[config.mk]
export PLATFORM = sky130hd
export DESIGN_NAME = toroidal_life_engine
export DESIGN_NICKNAME = d
export VERILOG_FILES = /design/src/rtl/core/tle_pkg.sv /design/src/rtl/core/tle_row_cell.sv /design/src/rtl/core/tle_rsp_chain.sv /design/src/rtl/core/toroidal_life_engine.sv
export VERILOG_INCLUDE_DIRS = /design/src /design/src/rtl/core
export SDC_FILE = /design/constraint.sdc
export NUM_CORES = 2
export LEC_CHECK = 0
export BUFFER_PORTS_ARGS = -buffer_cell sky130_fd_sc_hd__buf_2
export CAP_MARGIN = 40
export CELL_PAD_IN_SITES_DETAIL_PLACEMENT = 0
export CELL_PAD_IN_SITES_GLOBAL_PLACEMENT = 1
export CORE_MARGIN = 2
export CORE_UTILIZATION = 56
export CTS_CLUSTER_DIAMETER = 150
export DETAILED_ROUTE_END_ITERATION = 7
export PLACE_DENSITY = 0.95
export REMOVE_ABC_BUFFERS = 1
export SLEW_MARGIN = 20
export SYNTH_ARGS = -nofsm -noshare
export SYNTH_HDL_FRONTEND = slang
export SYNTH_HIERARCHICAL = 1
export SYNTH_SLANG_ARGS = --single-unit
[constraint.sdc]
create_clock -name clock -period 11.6 [get_ports clock]
set_input_delay 1.16 -clock clock [delete_from_list [all_inputs] [get_ports clock]]
set_output_delay 1.16 -clock clock [all_outputs]
set_load 0.05 [all_outputs]
[src/rtl/core/toroidal_life_engine_assert.svh]
// ----------------------------------------------------------------------------
// Assertion macros for the toroidal life engine
// Each macro is a labelled concurrent assertion that is disabled by reset.
// Defining NO_ASSERTIONS removes them all.
// ----------------------------------------------------------------------------
`ifndef TOROIDAL_LIFE_ENGINE_ASSERT_SVH
`define TOROIDAL_LIFE_ENGINE_ASSERT_SVH

`ifndef NO_ASSERTIONS

// same-cycle implication
`define TLE_ASSERT_IMP(label, clk, rst, ante, cons) \
   label: assert property (@(posedge clk) disable iff (rst) (ante) |-> (cons)) \
      else $error("toroidal_life_engine: assertion failed");

// next-cycle implication
`define TLE_ASSERT_NXT(label, clk, rst, ante, cons) \
   label: assert property (@(posedge clk) disable iff (rst) (ante) |=> (cons)) \
      else $error("toroidal_life_engine: assertion failed");

`else

`define TLE_ASSERT_IMP(label, clk, rst, ante, cons)
`define TLE_ASSERT_NXT(label, clk, rst, ante, cons)

`endif

`endif

[src/rtl/core/tle_pkg.sv]
// ----------------------------------------------------------------------------
// Toroidal life engine package
// Request and response types, grid defaults, xorshift and colour helpers.
// ----------------------------------------------------------------------------
package tle_pkg;

   localparam int unsigned GRID_WIDTH_DEFAULT  = 16;
   localparam int unsigned GRID_HEIGHT_DEFAULT = 8;
   localparam int unsigned MAX_ROWS_OUT        = 8;

   localparam int unsigned TIME_WIDTH      = 32;
   localparam int unsigned PERIOD_WIDTH    = 16;
   localparam int unsigned SEED_WIDTH      = 16;
   localparam int unsigned ROW_BITS_WIDTH  = 16;
   localparam int unsigned ROW_INDEX_WIDTH = 3;
   localparam int unsigned COLOR_WIDTH     = 3;

   localparam logic [PERIOD_WIDTH-1:0] PERIOD_RESET = 16'd150;

   // xorshift16 shift amounts: left, right, left
   localparam int unsigned XS_SHIFT_A = 7;
   localparam int unsigned XS_SHIFT_B = 9;
   localparam int unsigned XS_SHIFT_C = 8;

   localparam int unsigned COLOR_MOD = 7;

   typedef struct packed {
      logic                  key_pressed;
      logic [TIME_WIDTH-1:0] now;
   } req_type;

   typedef struct packed {
      logic [ROW_INDEX_WIDTH-1:0] row_index;
      logic [ROW_BITS_WIDTH-1:0]  row_bits;
      logic [COLOR_WIDTH-1:0]     color_index;
      logic                       last_row;
   } rsp_type;

   // broadcast to every row cell
   typedef struct packed {
      logic load;   // take the xorshift reseed value
      logic step;   // advance one generation
   } cell_ctl_type;

   // apply the xorshift step a number of times
   function automatic logic [SEED_WIDTH-1:0] xs_power(logic [SEED_WIDTH-1:0] v,
                                                      int unsigned steps);
      logic [SEED_WIDTH-1:0] s;
      s = v;
      for (int unsigned i = 0; i < steps; i++) begin
         s = s ^ (s << XS_SHIFT_A);
         s = s ^ (s >> XS_SHIFT_B);
         s = s ^ (s << XS_SHIFT_C);
      end
      return s;
   endfunction

   // xorshift is linear over GF(2): bit bit_pos of xs^steps(seed) is the
   // parity of seed AND this mask
   function automatic logic [SEED_WIDTH-1:0] xs_mask(int unsigned steps,
                                                     int unsigned bit_pos);
      logic [SEED_WIDTH-1:0] m;
      logic [SEED_WIDTH-1:0] col;
      m = '0;
      for (int unsigned j = 0; j < SEED_WIDTH; j++) begin
         col  = xs_power(SEED_WIDTH'(1) << j, steps);
         m[j] = col[bit_pos];
      end
      return m;
   endfunction

   // (gen / 8) mod 7; since 8 = 1 mod 7 the octal digits of gen / 8 are summed
   function automatic logic [COLOR_WIDTH-1:0] color_of(logic [TIME_WIDTH-1:0] gen);
      logic [29:0] q;
      logic [6:0]  digit_sum;
      logic [3:0]  fold1;
      logic [3:0]  fold2;
      q         = {1'b0, gen[TIME_WIDTH-1:3]};
      digit_sum = '0;
      for (int unsigned i = 0; i < 10; i++) begin
         digit_sum = digit_sum + 7'(q[3*i +: 3]);
      end
      fold1 = 4'(digit_sum[6:3]) + 4'(digit_sum[2:0]);
      fold2 = 4'(fold1[3]) + 4'(fold1[2:0]);
      if (fold2 >= 4'(COLOR_MOD)) begin
         fold2 = fold2 - 4'(COLOR_MOD);
      end
      return fold2[COLOR_WIDTH-1:0];
   endfunction

endpackage

[src/rtl/core/tle_row_cell.sv]
// ----------------------------------------------------------------------------
// Row cell
// Holds one grid row; steps it from its wrap-around neighbours or reloads it
// with its own xorshift output.
// ----------------------------------------------------------------------------
module tle_row_cell #(
   parameter int unsigned ROW   = 0,
   parameter int unsigned WIDTH = tle_pkg::GRID_WIDTH_DEFAULT
) (
   input  logic                            clock,
   input  logic                            reset,
   input  tle_pkg::cell_ctl_type           ctl,
   input  logic [tle_pkg::SEED_WIDTH-1:0]  seed,
   input  logic [WIDTH-1:0]                up_row,
   input  logic [WIDTH-1:0]                dn_row,
   output logic [WIDTH-1:0]                row
);
   import tle_pkg::*;

   logic [WIDTH-1:0]      row_ff;
   logic [WIDTH-1:0]      row_in;
   logic [WIDTH-1:0]      life_row;
   logic [WIDTH-1:0]      seed_row;
   logic [SEED_WIDTH-1:0] xs_row;

   // row ROW takes the (ROW+1)th xorshift output
   for (genvar k = 0; k < SEED_WIDTH; k++) begin : g_xs
      localparam logic [SEED_WIDTH-1:0] MASK = xs_mask(ROW + 1, k);
      assign xs_row[k] = ^(seed & MASK);
   end

   for (genvar c = 0; c < WIDTH; c++) begin : g_seed
      if (c < SEED_WIDTH) begin : g_bit
         assign seed_row[c] = xs_row[c];
      end else begin : g_zero
         assign seed_row[c] = 1'b0;
      end
   end

   // B3/S23 per column
   always_comb begin
      logic [3:0]  n;
      int unsigned lf;
      int unsigned rt;
      for (int unsigned c = 0; c < WIDTH; c++) begin
         lf = (c == 0) ? WIDTH - 1 : c - 1;
         rt = (c == WIDTH - 1) ? 0 : c + 1;
         n  = 4'(up_row[lf]) + 4'(up_row[c]) + 4'(up_row[rt])
            + 4'(row_ff[lf]) + 4'(row_ff[rt])
            + 4'(dn_row[lf]) + 4'(dn_row[c]) + 4'(dn_row[rt]);
         life_row[c] = (n == 4'd3) || (row_ff[c] && (n == 4'd2));
      end
   end

   always_comb begin
      row_in = row_ff;
      if (ctl.load) begin
         row_in = seed_row;
      end else if (ctl.step) begin
         row_in = life_row;
      end
   end

   always_ff @(posedge clock) begin
      if (reset) begin
         row_ff <= '0;
      end else begin
         row_ff <= row_in;
      end
   end

   assign row = row_ff;

endmodule

[src/rtl/core/tle_rsp_chain.sv]
// ----------------------------------------------------------------------------
// Response chain
// Snapshot of the reported rows; shifts one row towards the port per response.
// ----------------------------------------------------------------------------
`include "toroidal_life_engine_assert.svh"

module tle_rsp_chain #(
   parameter int unsigned ROWS = tle_pkg::MAX_ROWS_OUT
) (
   input  logic                                clock,
   input  logic                                reset,
   input  logic                                load,
   input  logic [tle_pkg::ROW_BITS_WIDTH-1:0]  load_rows [ROWS],
   input  logic [tle_pkg::COLOR_WIDTH-1:0]     load_color,
   output logic                                free,
   output logic                                rsp_valid,
   input  logic                                rsp_stall,
   output tle_pkg::rsp_type                    rsp_payload
);
   import tle_pkg::*;

   localparam int unsigned COUNT_W = $clog2(ROWS + 1);

   logic [ROW_BITS_WIDTH-1:0]  rows_ff [ROWS];
   logic [COLOR_WIDTH-1:0]     color_ff;
   logic [COUNT_W-1:0]         count_ff;
   logic [ROW_INDEX_WIDTH-1:0] idx_ff;
   logic                       take;

   assign rsp_valid = (count_ff != '0);
   assign take      = rsp_valid && !rsp_stall;
   // empty now, or last row leaves this edge
   assign free      = (count_ff == '0) || ((count_ff == COUNT_W'(1)) && !rsp_stall);

   always_ff @(posedge clock) begin
      if (reset) begin
         count_ff <= '0;
         idx_ff   <= '0;
      end else if (load) begin
         count_ff <= COUNT_W'(ROWS);
         idx_ff   <= '0;
      end else if (take) begin
         count_ff <= count_ff - 1'b1;
         idx_ff   <= idx_ff + 1'b1;
      end
   end

   always_ff @(posedge clock) begin
      if (load) begin
         rows_ff  <= load_rows;
         color_ff <= load_color;
      end else if (take) begin
         for (int unsigned i = 0; i < ROWS - 1; i++) begin
            rows_ff[i] <= rows_ff[i+1];
         end
      end
   end

   assign rsp_payload.row_index   = idx_ff;
   assign rsp_payload.row_bits    = rows_ff[0];
   assign rsp_payload.color_index = color_ff;
   assign rsp_payload.last_row    = (count_ff == COUNT_W'(1));

   `TLE_ASSERT_IMP(a_last_row_index, clock, reset, rsp_valid && rsp_payload.last_row, idx_ff == ROW_INDEX_WIDTH'(ROWS - 1))
   `TLE_ASSERT_NXT(a_load_full, clock, reset, load, count_ff == COUNT_W'(ROWS) && idx_ff == '0)

endmodule

[src/rtl/core/toroidal_life_engine.sv]
// ----------------------------------------------------------------------------
// Toroidal life engine - B3/S23 on a wrap-around grid, one row cell per row
// The response chain gives out one row per cycle while rsp_stall is low and
//   so sets the request rate; a new request may enter as the previous one
//   hands its rows over, and a reseed adds no state to the sequence.
// Reset (synchronous): grid, generation count and last step time cleared,
//   period_ms back to 150. No clearing pass, requests taken at once.
// ----------------------------------------------------------------------------
`include "toroidal_life_engine_assert.svh"

module toroidal_life_engine #(
   parameter int unsigned GRID_WIDTH  = tle_pkg::GRID_WIDTH_DEFAULT,
   parameter int unsigned GRID_HEIGHT = tle_pkg::GRID_HEIGHT_DEFAULT
) (
   input  logic                              clock,
   input  logic                              reset,
   // request channel
   input  logic                              req_valid,
   output logic                              req_stall,
   input  tle_pkg::req_type                  req_payload,
   // response channel, one row per response
   output logic                              rsp_valid,
   input  logic                              rsp_stall,
   output tle_pkg::rsp_type                  rsp_payload,
   // period register
   input  logic                              csr_valid,
   output logic                              csr_ready,
   input  logic [tle_pkg::PERIOD_WIDTH-1:0]  csr_period_ms
);
   import tle_pkg::*;

   localparam int unsigned ROWS_OUT =
      (GRID_HEIGHT < MAX_ROWS_OUT) ? GRID_HEIGHT : MAX_ROWS_OUT;

   // Request sequence:
   //   CHECK - key reseed, decide on a generation against period_ms
   //   STEP  - every cell takes its next generation
   //   EMPTY - reseed if nothing survived
   //   HAND  - copy the rows into the response chain once it has room
   typedef enum logic [2:0] {
      ST_IDLE,
      ST_CHECK,
      ST_STEP,
      ST_EMPTY,
      ST_HAND
   } state_type;

   state_type               state_ff, state_in;
   req_type                 item_ff, item_in;
   logic [TIME_WIDTH-1:0]   gen_ff, gen_in;
   logic [TIME_WIDTH-1:0]   last_ff, last_in;
   logic [PERIOD_WIDTH-1:0] period_ff, period_in;

   logic                    req_take;
   logic                    out_free;
   logic                    out_load;
   logic [TIME_WIDTH-1:0]   elapsed;
   logic                    period_hit;
   logic                    grid_empty;
   logic [SEED_WIDTH-1:0]   seed;
   cell_ctl_type            cell_ctl;

   logic [GRID_WIDTH-1:0]     cell_row  [GRID_HEIGHT];
   logic [ROW_BITS_WIDTH-1:0] snap_rows [ROWS_OUT];

   // --- grid: ring of row cells, each sees the rows above and below ---
   for (genvar r = 0; r < GRID_HEIGHT; r++) begin : g_cell
      tle_row_cell #(
         .ROW   (r),
         .WIDTH (GRID_WIDTH)
      ) u_cell (
         .clock  (clock),
         .reset  (reset),
         .ctl    (cell_ctl),
         .seed   (seed),
         .up_row (cell_row[(r + GRID_HEIGHT - 1) % GRID_HEIGHT]),
         .dn_row (cell_row[(r + 1) % GRID_HEIGHT]),
         .row    (cell_row[r])
      );
   end

   // seed is (now mod 65536) | 1 in both reseed cases
   assign seed = item_ff.now[SEED_WIDTH-1:0] | SEED_WIDTH'(1);

   always_comb begin
      grid_empty = 1'b1;
      for (int unsigned r = 0; r < GRID_HEIGHT; r++) begin
         if (cell_row[r] != '0) begin
            grid_empty = 1'b0;
         end
      end
   end

   // a key reseed sets last to now, so only a zero period fires then
   assign elapsed    = item_ff.now - last_ff;
   assign period_hit = item_ff.key_pressed ? (period_ff == '0)
                                           : (elapsed >= TIME_WIDTH'(period_ff));

   // --- response chain ---
   for (genvar r = 0; r < ROWS_OUT; r++) begin : g_snap
      assign snap_rows[r] = ROW_BITS_WIDTH'(cell_row[r]);
   end

   tle_rsp_chain #(
      .ROWS (ROWS_OUT)
   ) u_rsp_chain (
      .clock       (clock),
      .reset       (reset),
      .load        (out_load),
      .load_rows   (snap_rows),
      .load_color  (color_of(gen_ff)),
      .free        (out_free),
      .rsp_valid   (rsp_valid),
      .rsp_stall   (rsp_stall),
      .rsp_payload (rsp_payload)
   );

   // next request may enter as the previous one hands its rows over
   assign req_stall = !((state_ff == ST_IDLE) || ((state_ff == ST_HAND) && out_free));
   assign req_take  = req_valid && !req_stall;
   assign csr_ready = 1'b1;

   // --- sequencer ---
   always_comb begin
      state_in  = state_ff;
      item_in   = item_ff;
      gen_in    = gen_ff;
      last_in   = last_ff;
      period_in = csr_valid ? csr_period_ms : period_ff;
      cell_ctl  = '0;
      out_load  = 1'b0;
      unique case (state_ff)
         ST_IDLE: begin
            if (req_take) begin
               item_in  = req_payload;
               state_in = ST_CHECK;
            end
         end
         ST_CHECK: begin
            if (item_ff.key_pressed) begin
               cell_ctl.load = 1'b1;
               gen_in        = '0;
               last_in       = item_ff.now;
            end
            state_in = period_hit ? ST_STEP : ST_HAND;
         end
         ST_STEP: begin
            cell_ctl.step = 1'b1;
            last_in       = item_ff.now;
            gen_in        = gen_ff + 1'b1;
            state_in      = ST_EMPTY;
         end
         ST_EMPTY: begin
            // dead grid: fresh pattern, count restarts
            if (grid_empty) begin
               cell_ctl.load = 1'b1;
               gen_in        = '0;
            end
            state_in = ST_HAND;
         end
         ST_HAND: begin
            if (out_free) begin
               out_load = 1'b1;
               if (req_take) begin
                  item_in  = req_payload;
                  state_in = ST_CHECK;
               end else begin
                  state_in = ST_IDLE;
               end
            end
         end
         default: begin
            state_in = ST_IDLE;
         end
      endcase
   end

   always_ff @(posedge clock) begin
      if (reset) begin
         state_ff  <= ST_IDLE;
         gen_ff    <= '0;
         last_ff   <= '0;
         period_ff <= PERIOD_RESET;
      end else begin
         state_ff  <= state_in;
         gen_ff    <= gen_in;
         last_ff   <= last_in;
         period_ff <= period_in;
      end
      item_ff <= item_in;
   end

   `TLE_ASSERT_NXT(a_take_starts_check, clock, reset, req_take, state_ff == ST_CHECK)
   `TLE_ASSERT_NXT(a_step_counts, clock, reset, state_ff == ST_STEP, gen_ff == $past(gen_ff) + 1'b1)
   `TLE_ASSERT_IMP(a_empty_after_step, clock, reset, state_ff == ST_EMPTY, $past(state_ff) == ST_STEP)

endmodule

==> flow_summary.toml <==
[clock_network]
clock_path_buffers = 3
post_cts_buffers = 0
cts_tree = "built"
cts_resized = 0
clock_sinks = 382
root_buffer = "clkbuf_16"
worstSkewPairLatency_ns = 0.61
htreeDepth = 2
numCtsBuffers = 48
clk_pin_slew_ns = 0.06
ctsHoldBuffers = 0

[grt]
grt_overflow = 0
gr-usage-met3_pct = 5.02
grt_max_degree = 125
grt_util_met2_pct = 47.0
met1_usage_pct = 40.3
busiest_layer = "met2"
grtUsageTotal_pct = 29.5
grt_pass1_wl_mm = 188
grt_pass1_vias = 33943
grt_antenna_before_repair = 1

[sta]
fin_crit_sh_pct = 49.8
finClkSkew_ns = 0.0249
timing.final.hold_violations = 0
setup_tns_ns = 0
slew_violations = 0
layout_min_cycle_time_ns = 5.78
relSlewSlack_pct = 37.3
setup_violations = 0
rsz0062_at_grt = "no"
fmaxAchievable_mhz = 173
worst_pin_slew_ns = 0.933
finalWorstSetupSlack_ns = 5.82

[critical_path]
crit_path_start_kind = "flop"
path_class = "flop to flop"
crit_fanout = 5
crit_path_end_kind = "flop"
critPathRequiredTime_ns = 11.95
critPathArrivalTime_ns = 6.13

[route]
vias = 33167
avgRoutedWirePerCell_um = 20.6
drtIter0Drc = 2813
via_per_inst = 5.77
drc = 0
wl_mm = 119
drt_pass1_iterations = 7
drt.antenna.violating_nets = 0

[layout]
nets = 5701
final_common_cell = "inv_1"
drive_above_1_share_pct = 8.49
layout.cells.non_filler = 5750
area_growth_syn_to_layout_pct = 7.44
num_antenna_cells = 0
final_util_pct = 60.8
fill_cells = 6591
final_cell_mix = "inv_1 (957), fa_1 (536), a21oi_1 (451), ha_1 (447), xnor2_1 (304)"

[floorplan]
fp.dieArea_um2 = 82000
rows = 103
die_h_um = 286
ios = 80
coreArea_um2 = 78900
initial_core_util_pct = 56.6
die_w_um = 286

[logic_synthesis]
synth_cell_types = 82
yosys.area.top_type = "fa_1"
ys_warn_count = 6
synth-edff-count = 164
syn_inst = 4598
syn_area_um2 = 44600
synth_area_leaders = "fa_1 (24%), ha_1 (13%), edfxtp_1 (11%)"
yosysTopAreaCellShare_pct = 24.0
synth_top_flop_cell = "dfxtp_1"
yosysSeqAreaShare_pct = 20.8
syn_avg_cell_area_um2 = 9.70
ys_ff_latch = 382
async_flop_share_pct = 0

[placement]
place_ws_ns = 5.80
place_hpwl_mm = 88.4
dp.cells = 5662
place.gp.congestion = 0.918
port_buffers = 78

[pwr]
p_leak_nw = 22.4
power_mw = 7.67
vdd_drop_max_mv = 0.150
p_per_area_nw_per_um2 = 160

[job]
drv_cap = 0

[min_path]
hold_class = "flop to flop"

[run_status]
status = "completed"
## layer usage
metal,up-vias,routed length [µm],part of all wire (%)
li1,15214,-,-
met5,-,13,0.011
met3,301,9700,8.2
met2,1336,54100,46
met4,2,5370,4.5
met1,16314,49500,42
## power breakdown
part           internal (mW)  total, mW  switching (mW)
Combinational           1.68       4.09            2.40
Sequential              1.73       2.02           0.291
Clock                  0.884       1.56           0.681
## worst max-delay path: stages, from the launching register on
cell,delay [ns]
dfxtp_1,0.39
inv_1,0.10
fa_1,0.56
fa_1,0.44
fa_1,0.54
inv_1,0.05
fa_1,0.41
ha_1,0.22
fa_1,0.40
xor2_1,0.25
ha_1,0.28
a21o_1,0.16
a21oi_1,0.17
xnor2_1,0.09
ha_1,0.24
ha_1,0.31
ha_1,0.23
a22oi_1,0.10
a21oi_1,0.23
mux2_2,0.36
## state kept, by name (all words and copies together), names as in the netlist
register and count:
state_ff 3, u_rsp_chain/color_ff 3, u_rsp_chain/rows_ff 112, last_ff 32, item_ff 33, u_rsp_chain/rsp_payload 16
period_ff 16, u_rsp_chain/count_ff 4, u_rsp_chain/idx_ff 3, gen_ff 32, g_cell.u_cell/row 128
## final timing paths
check	slack (ns)	cells past startpoint	start	endpoint
hold reg to reg	0.46	2	last_ff[19]	last_ff[19]
setup / recovery	5.82	19	gen_ff[13]	u_rsp_chain/color_ff[1]
setup reg to reg	5.82	19	gen_ff[13]	u_rsp_chain/color_ff[1]
hold / removal	0.46	2	last_ff[19]	last_ff[19]
## cell usage after synthesis, types with 8 or more instances
library cell / count
a211o_1: 30
a211oi_1: 34
a21boi_0: 21
a21o_1: 22
a21oi_1: 452
a31oi_1: 11
and3_1: 101
buf_1: 9
buf_2: 30
buf_4: 17
clkbuf_1: 84
dfxtp_1: 218
edfxtp_1: 164
fa_1: 536
ha_1: 447
inv_1: 957
mux2_2: 113
mux2i_1: 19
nand2_1: 146
nand2b_1: 13
nand3_1: 52
nand4_1: 30
nor2_1: 178
nor2b_1: 10
nor3_1: 21
nor4_1: 48
o2111ai_1: 9
o211ai_1: 22
o21a_1: 57
o21ai_0: 150
o32ai_1: 20
or2_2: 13
or3_1: 18
xnor2_1: 304
xnor2_2: 8
xnor3_1: 29
xnor3_2: 9
xor2_1: 89
## cell type report
type	count	area, µm²	share of cell area [%]
sequential	382	9290	19.4
inverter	960	3600	7.52
tap	1050	1310	2.74
clock inverter	30	325	0.679
multi-input combinational	3131	31200	65.0
clock buffer	56	1270	2.65
timing repair buffer	141	960	2.00
## logic make-up after synthesis
logic type / count (synthesis) / synth area share [%]
multiplexers: 132 / 3.28
XOR/XNOR: 453 / 10.6
buffers and inverters: 1104 / 9.54
flip-flops: 382 / 20.8
AND/OR/NAND/NOR: 665 / 7.51
adder cells (fa/ha/maj): 983 / 36.6
AO/OA/AOI/OAI: 878 / 11.7
other: 1 / 0.00840
## stage by stage
step,hold slack [ns],area [µm²]
5_1_grt,0.474,47900
6_report,0.455,47900
3_3_place_gp,0.441,46200
4_1_cts,0.455,47900
2_1_floorplan,0.430,44000
3_5_place_dp,0.447,46300
Power figures use the tool's default switching activity.
